--- src/rtl/sgm_pkg.sv ---
// Shared types and constants for the Sobel gradient magnitude block.
`default_nettype none
package sgm_pkg;
  localparam int MaxWidth  = 2048;
  localparam int AddrW     = $clog2(MaxWidth);
  localparam int PosW      = 11;
  localparam int CfgW      = 12;
  localparam int SqW       = 18;
  localparam int RootSteps = SqW / 2;
  localparam int StepW     = $clog2(RootSteps);

  localparam logic CfgWidth  = 1'b0;
  localparam logic CfgHeight = 1'b1;

  typedef struct packed {
    logic load;     // capture input transaction, issue line store read
    logic calc;     // gradients, line store write, window/counter update
    logic square;   // sum of squares, root init
    logic root;     // one square-root step
    logic out_load; // move result into output register
  } cmd_t;

  typedef struct packed {
    logic emit;
    logic out_free;
  } sts_t;
endpackage
`default_nettype wire

--- src/rtl/sgm_ctrl.sv ---
// Controller state machine sequencing one pixel through the datapath.
`default_nettype none
module sgm_ctrl (
  input  wire logic         clk,
  input  wire logic         rst_n,
  input  wire logic         in_valid,
  output logic              in_ready,
  input  sgm_pkg::sts_t     sts,
  output sgm_pkg::cmd_t     cmd
);
  localparam logic [2:0] StIdle = 3'd0;
  localparam logic [2:0] StCalc = 3'd1;
  localparam logic [2:0] StSq   = 3'd2;
  localparam logic [2:0] StRoot = 3'd3;
  localparam logic [2:0] StDone = 3'd4;

  logic [2:0] state_r, state_nxt;
  logic [sgm_pkg::StepW-1:0] step_r, step_nxt;

  always_comb begin
    state_nxt = state_r;
    step_nxt  = step_r;
    cmd       = '0;
    in_ready  = 1'b0;
    unique case (state_r)
      StIdle: begin
        in_ready = 1'b1;
        if (in_valid) begin
          cmd.load  = 1'b1;
          state_nxt = StCalc;
        end
      end
      StCalc: begin
        cmd.calc  = 1'b1;
        state_nxt = sts.emit ? StSq : StIdle;
      end
      StSq: begin
        cmd.square = 1'b1;
        step_nxt   = '0;
        state_nxt  = StRoot;
      end
      StRoot: begin
        cmd.root = 1'b1;
        step_nxt = step_r + 1'b1;
        if (step_r == sgm_pkg::StepW'(sgm_pkg::RootSteps - 1)) state_nxt = StDone;
      end
      StDone: begin
        if (sts.out_free) begin
          cmd.out_load = 1'b1;
          state_nxt    = StIdle;
        end
      end
      default: state_nxt = StIdle;
    endcase
  end

  always_ff @(posedge clk) begin
    if (!rst_n) begin
      state_r <= StIdle;
      step_r  <= '0;
    end else begin
      state_r <= state_nxt;
      step_r  <= step_nxt;
    end
  end
endmodule
`default_nettype wire

--- config.mk ---
export PLATFORM = sky130hd
export DESIGN_NAME = sgm_ctrl
export DESIGN_NICKNAME = d
export VERILOG_FILES = /design/src/rtl/sgm_pkg.sv /design/src/rtl/sgm_ctrl.sv
export SDC_FILE = /design/constraint.sdc
export NUM_CORES = 1
export LEC_CHECK = 0
export BUFFER_PORTS_ARGS = -buffer_cell sky130_fd_sc_hd__buf_2
export CORE_AREA = 10 10 47 49
export DETAILED_ROUTE_END_ITERATION = 12
export DIE_AREA = 0 0 57 59
export GPL_TIMING_DRIVEN = 0
export SYNTH_ARGS = -nofsm -noshare
export SYNTH_HDL_FRONTEND = slang
export SYNTH_SLANG_ARGS = --single-unit
--- constraint.sdc ---
create_clock -name clk -period 1.6 [get_ports clk]
set_clock_uncertainty 0.1 [all_clocks]
set_input_delay 0 -clock clk [delete_from_list [all_inputs] [get_ports clk]]
set_output_delay 0 -clock clk [all_outputs]
set_load 0.01 [all_outputs]
==> Implementation_results.wiki <==
{| class="wikitable"
! Metric !! Value
|-
| Run status || finished, final reports clean
|-
| RSZ-0062 raised after global routing || no
|-
| Number of DRC violations after detailed routing || 0
|-
| Grt total ovfl || 0
|-
| Power per Cell Area || 1040 nW/um2
|-
| Total CTS buffers || 3
|-
| Global-route wire length before repair || 1610 um
|-
| Weighted congestion at the end of routability-driven global placement || 0.746
|-
| Final number of setup-violating endpoints || 0
|-
| Critical path peak fanout || 10
|-
| Site Rows || 14
|-
| # nets final || 74
|-
| Max clock buf depth || 2
|-
| Number of antenna violations at the first check in global routing || 0
|-
| Half-perimeter wire length after placement || 736 um
|-
| Critical path, cell by cell || clkbuf_1 -> nor3_1 -> and2_1 -> buf_2
|-
| Count of pins on the block boundary || 11
|-
| Synthesized instance count || 51
|-
| Total vias in the final route || 413
|-
| Number of flops mapped to enable cells by yosys || 0
|-
| Detailed Routing Iterations Pass 1 || 4
|-
| Period utilization || 92.2%
|-
| CTS H-tree lvls || 1
|-
| Proportion of register bits with asynchronous set or reset after synthesis || 0%
|-
| Core ar. || 1400 um2
|-
| R2r setup slk || 0.15 ns
|-
| Count of antenna diodes in the layout || 0
|-
| Static leakage || 0.233 nW
|-
| Placed standard-cell area || 487 um2
|-
| Num Clock Sinks || 7
|-
| Maximum number of pins on one net before global-route repair || 11
|-
| Routed wire length || 985 um
|-
| Startpoint of the worst-slack reg-to-reg timing path || state_r[0]
|-
| Fill cell count || 153
|-
| Ys Warns || 0
|-
| Most repeated cell in the gate-level netlist after synthesis || dfxtp_1
|-
| Final hold violation count || 0
|-
| Skew-Pair Late Insertion Delay || 0.25 ns
|-
| Synth Area per Inst || 8.17 um2
|-
| Worst slack, placed || 0.196 ns
|-
| Standard cell with the maximum stage delay on the critical path || dfxtp_1
|-
| Worst path setup slack after routing || 0.125 ns
|-
| Highest cell delay on the worst timing path || 0.36 ns
|-
| Area share of the largest cell type after synthesis || 33.6%
|-
| CTS tree || built
|-
| Count of antenna-violating nets left after detailed routing || 0
|-
| Netlist area before placement || 417 um2
|-
| Effective utilization at floorplan || 29.7%
|-
| Average vias per placed instance || 5.04
|-
| Post-synth top area cell || dfxtp_1
|-
| Global Route Usage Sum || 5.96%
|-
| Relative max-transition margin || 72.5%
|-
| Number of violations reported at the end of detailed-routing iteration 0 || 12
|-
| Number of maximum-capacitance violations || 0
|-
| Area enclosed by the die boundary || 3360 um2
|-
| Signed area change from the synthesized netlist to the final layout || 25.5%
|-
| Summed negative setup slack over all endpoints || 0 ns
|-
| Final critical-path required period || 1.47 ns
|-
| Synth Net Count || 58
|-
| Kind of start point of the critical path || register
|-
| Post-synth cell types || 27
|-
| Crit path launch || state_r[0]
|-
| Post-route total power || 545 uW
|-
| Width of the die || 57 um
|-
| Most frequently used flop master after synthesis || dfxtp_1
|-
| Worst Min Path Start || sts[0]
|-
| Quantity of gates resized following cts || 0
|-
| Fin Hold WS || 0.0567 ns
|-
| Register area share after synthesis || 33.6%
|-
| Vias in the first global route || 383
|-
| Data arrival time of the critical path || 1.37 ns
|-
| Clk pin slew, worst setup/hold paths || 0.06 ns
|-
| Slew Viols, Final || 0
|-
| Vertical extent of the die || 59 um
|-
| Fmax || 678 MHz
|-
| CP Capture Type || output pin
|-
| Ratio of cells with drive above 1 in the final layout || 27.3%
|-
| Required time at the worst-slack endpoint || 1.50 ns
|-
| Final std cell area, no fill || 523 um2
|-
| Most used standard cells in the synthesized netlist || dfxtp_1 (7), inv_1 (5), nand2_1 (5)
|-
| #FFs+latches synth || 7
|-
| CP Class || register to output pin
|-
| Maximum resistive drop on vdd || 0.581 mV
|-
| Number of I/O port buffers || 10
|-
| Ranking of synthesized cells by area || dfxtp_1 (34%), ha_1 (6.0%), nand3_1 (4.8%)
|-
| Tightest Pin Transition || 0.412 ns
|-
| Wire length per cell after detailed routing || 12.0 um
|-
| Worst min-delay path category || primary input to register
|-
| Root buffer selected by CTS || clkbuf_4
|}
## flip-flops by register name (all words and copies together), names as in the netlist
signal,count
state_r,3
step_r,4
## where the power goes
group          total [mW]  leakage, nW  internal (mW)  switching [mW]
Combinational       0.180        0.161         0.0819          0.0979
Sequential          0.197       0.0569          0.189         0.00816
Clock               0.168       0.0150         0.0956          0.0720
Total               0.545        0.233          0.367           0.178
## area by class of cell
| cell class | count | area, um2 | area share (%) |
|---|---|---|---|
| plain buffers | 4 | 27.5 | 5.26 |
| clock buffers | 4 | 26.3 | 5.02 |
| inverters | 5 | 18.8 | 3.59 |
| multi-input cells | 35 | 230 | 44.0 |
| flip-flops and latches | 7 | 140 | 26.8 |
| well taps | 16 | 20.0 | 3.83 |
| repair buffers | 11 | 60.1 | 11.5 |
## per-stage QoR
stage	instances	util, %
CTS	82	37.3
finish	82	37.3
global placement	77	34.7
floorplan	51	-
detailed placement	77	34.7
global route	82	37.3
## cells in the final DEF (no fill, tap or decap), types with 2 or more instances in the layout
cell      instances
a31oi_1           2
nor2_1            3
buf_2            11
inv_1             5
nor3_1            2
ha_1              2
a21oi_1           3
nand3_1           4
dfxtp_1           7
clkbuf_4          3
clkbuf_1          2
nand2_1           5
## cell families (layout without fill, tap and decap cells)
kind of cell    Yosys count  count (layout)  synth area share [%]
fa+ha+maj                 2               2                  6.01
buf+inv                   9              24                  11.1
simple gates             24              24                  34.8
compound gates            9               9                  14.4
flops                     7               7                  33.6
## path summary, 6_finish.rpt
| path | cells after the start | end |
|---|---|---|
| worst max register to register | 3 | state_r[2] |
| worst min-delay path | 4 | state_r[2] |
| worst max-delay path | 4 | cmd[4] |
| worst min register to register | 2 | step_r[0] |
## per-layer routing
metal | part of all wire [%] | track usage (%) | up-vias
met3 | 3.7 | 2.15 | 4
met4 | 2.1 | 5.03 | 0
met2 | 48 | 9.92 | 9
met5 | 0 | 0 | -
li1 | - | - | 209
met1 | 46 | 5.80 | 191
## critical path: cells and delay by family, from the launching register on
| kind | cells | cell delay, ns |
|---|---|---|
| flip-flops | 1 | 0.36 |
| AND/OR/NAND/NOR | 2 | 0.27 |
| buffers and inverters | 2 | 0.49 |
## repair_timing
item                                   4_1_cts  5_1_grt
buffers inserted                             0        0
endpoints found under the hold margin        2        0
hold buffers                                 1        0
Note: power is estimated with default switching activity, not from simulation.
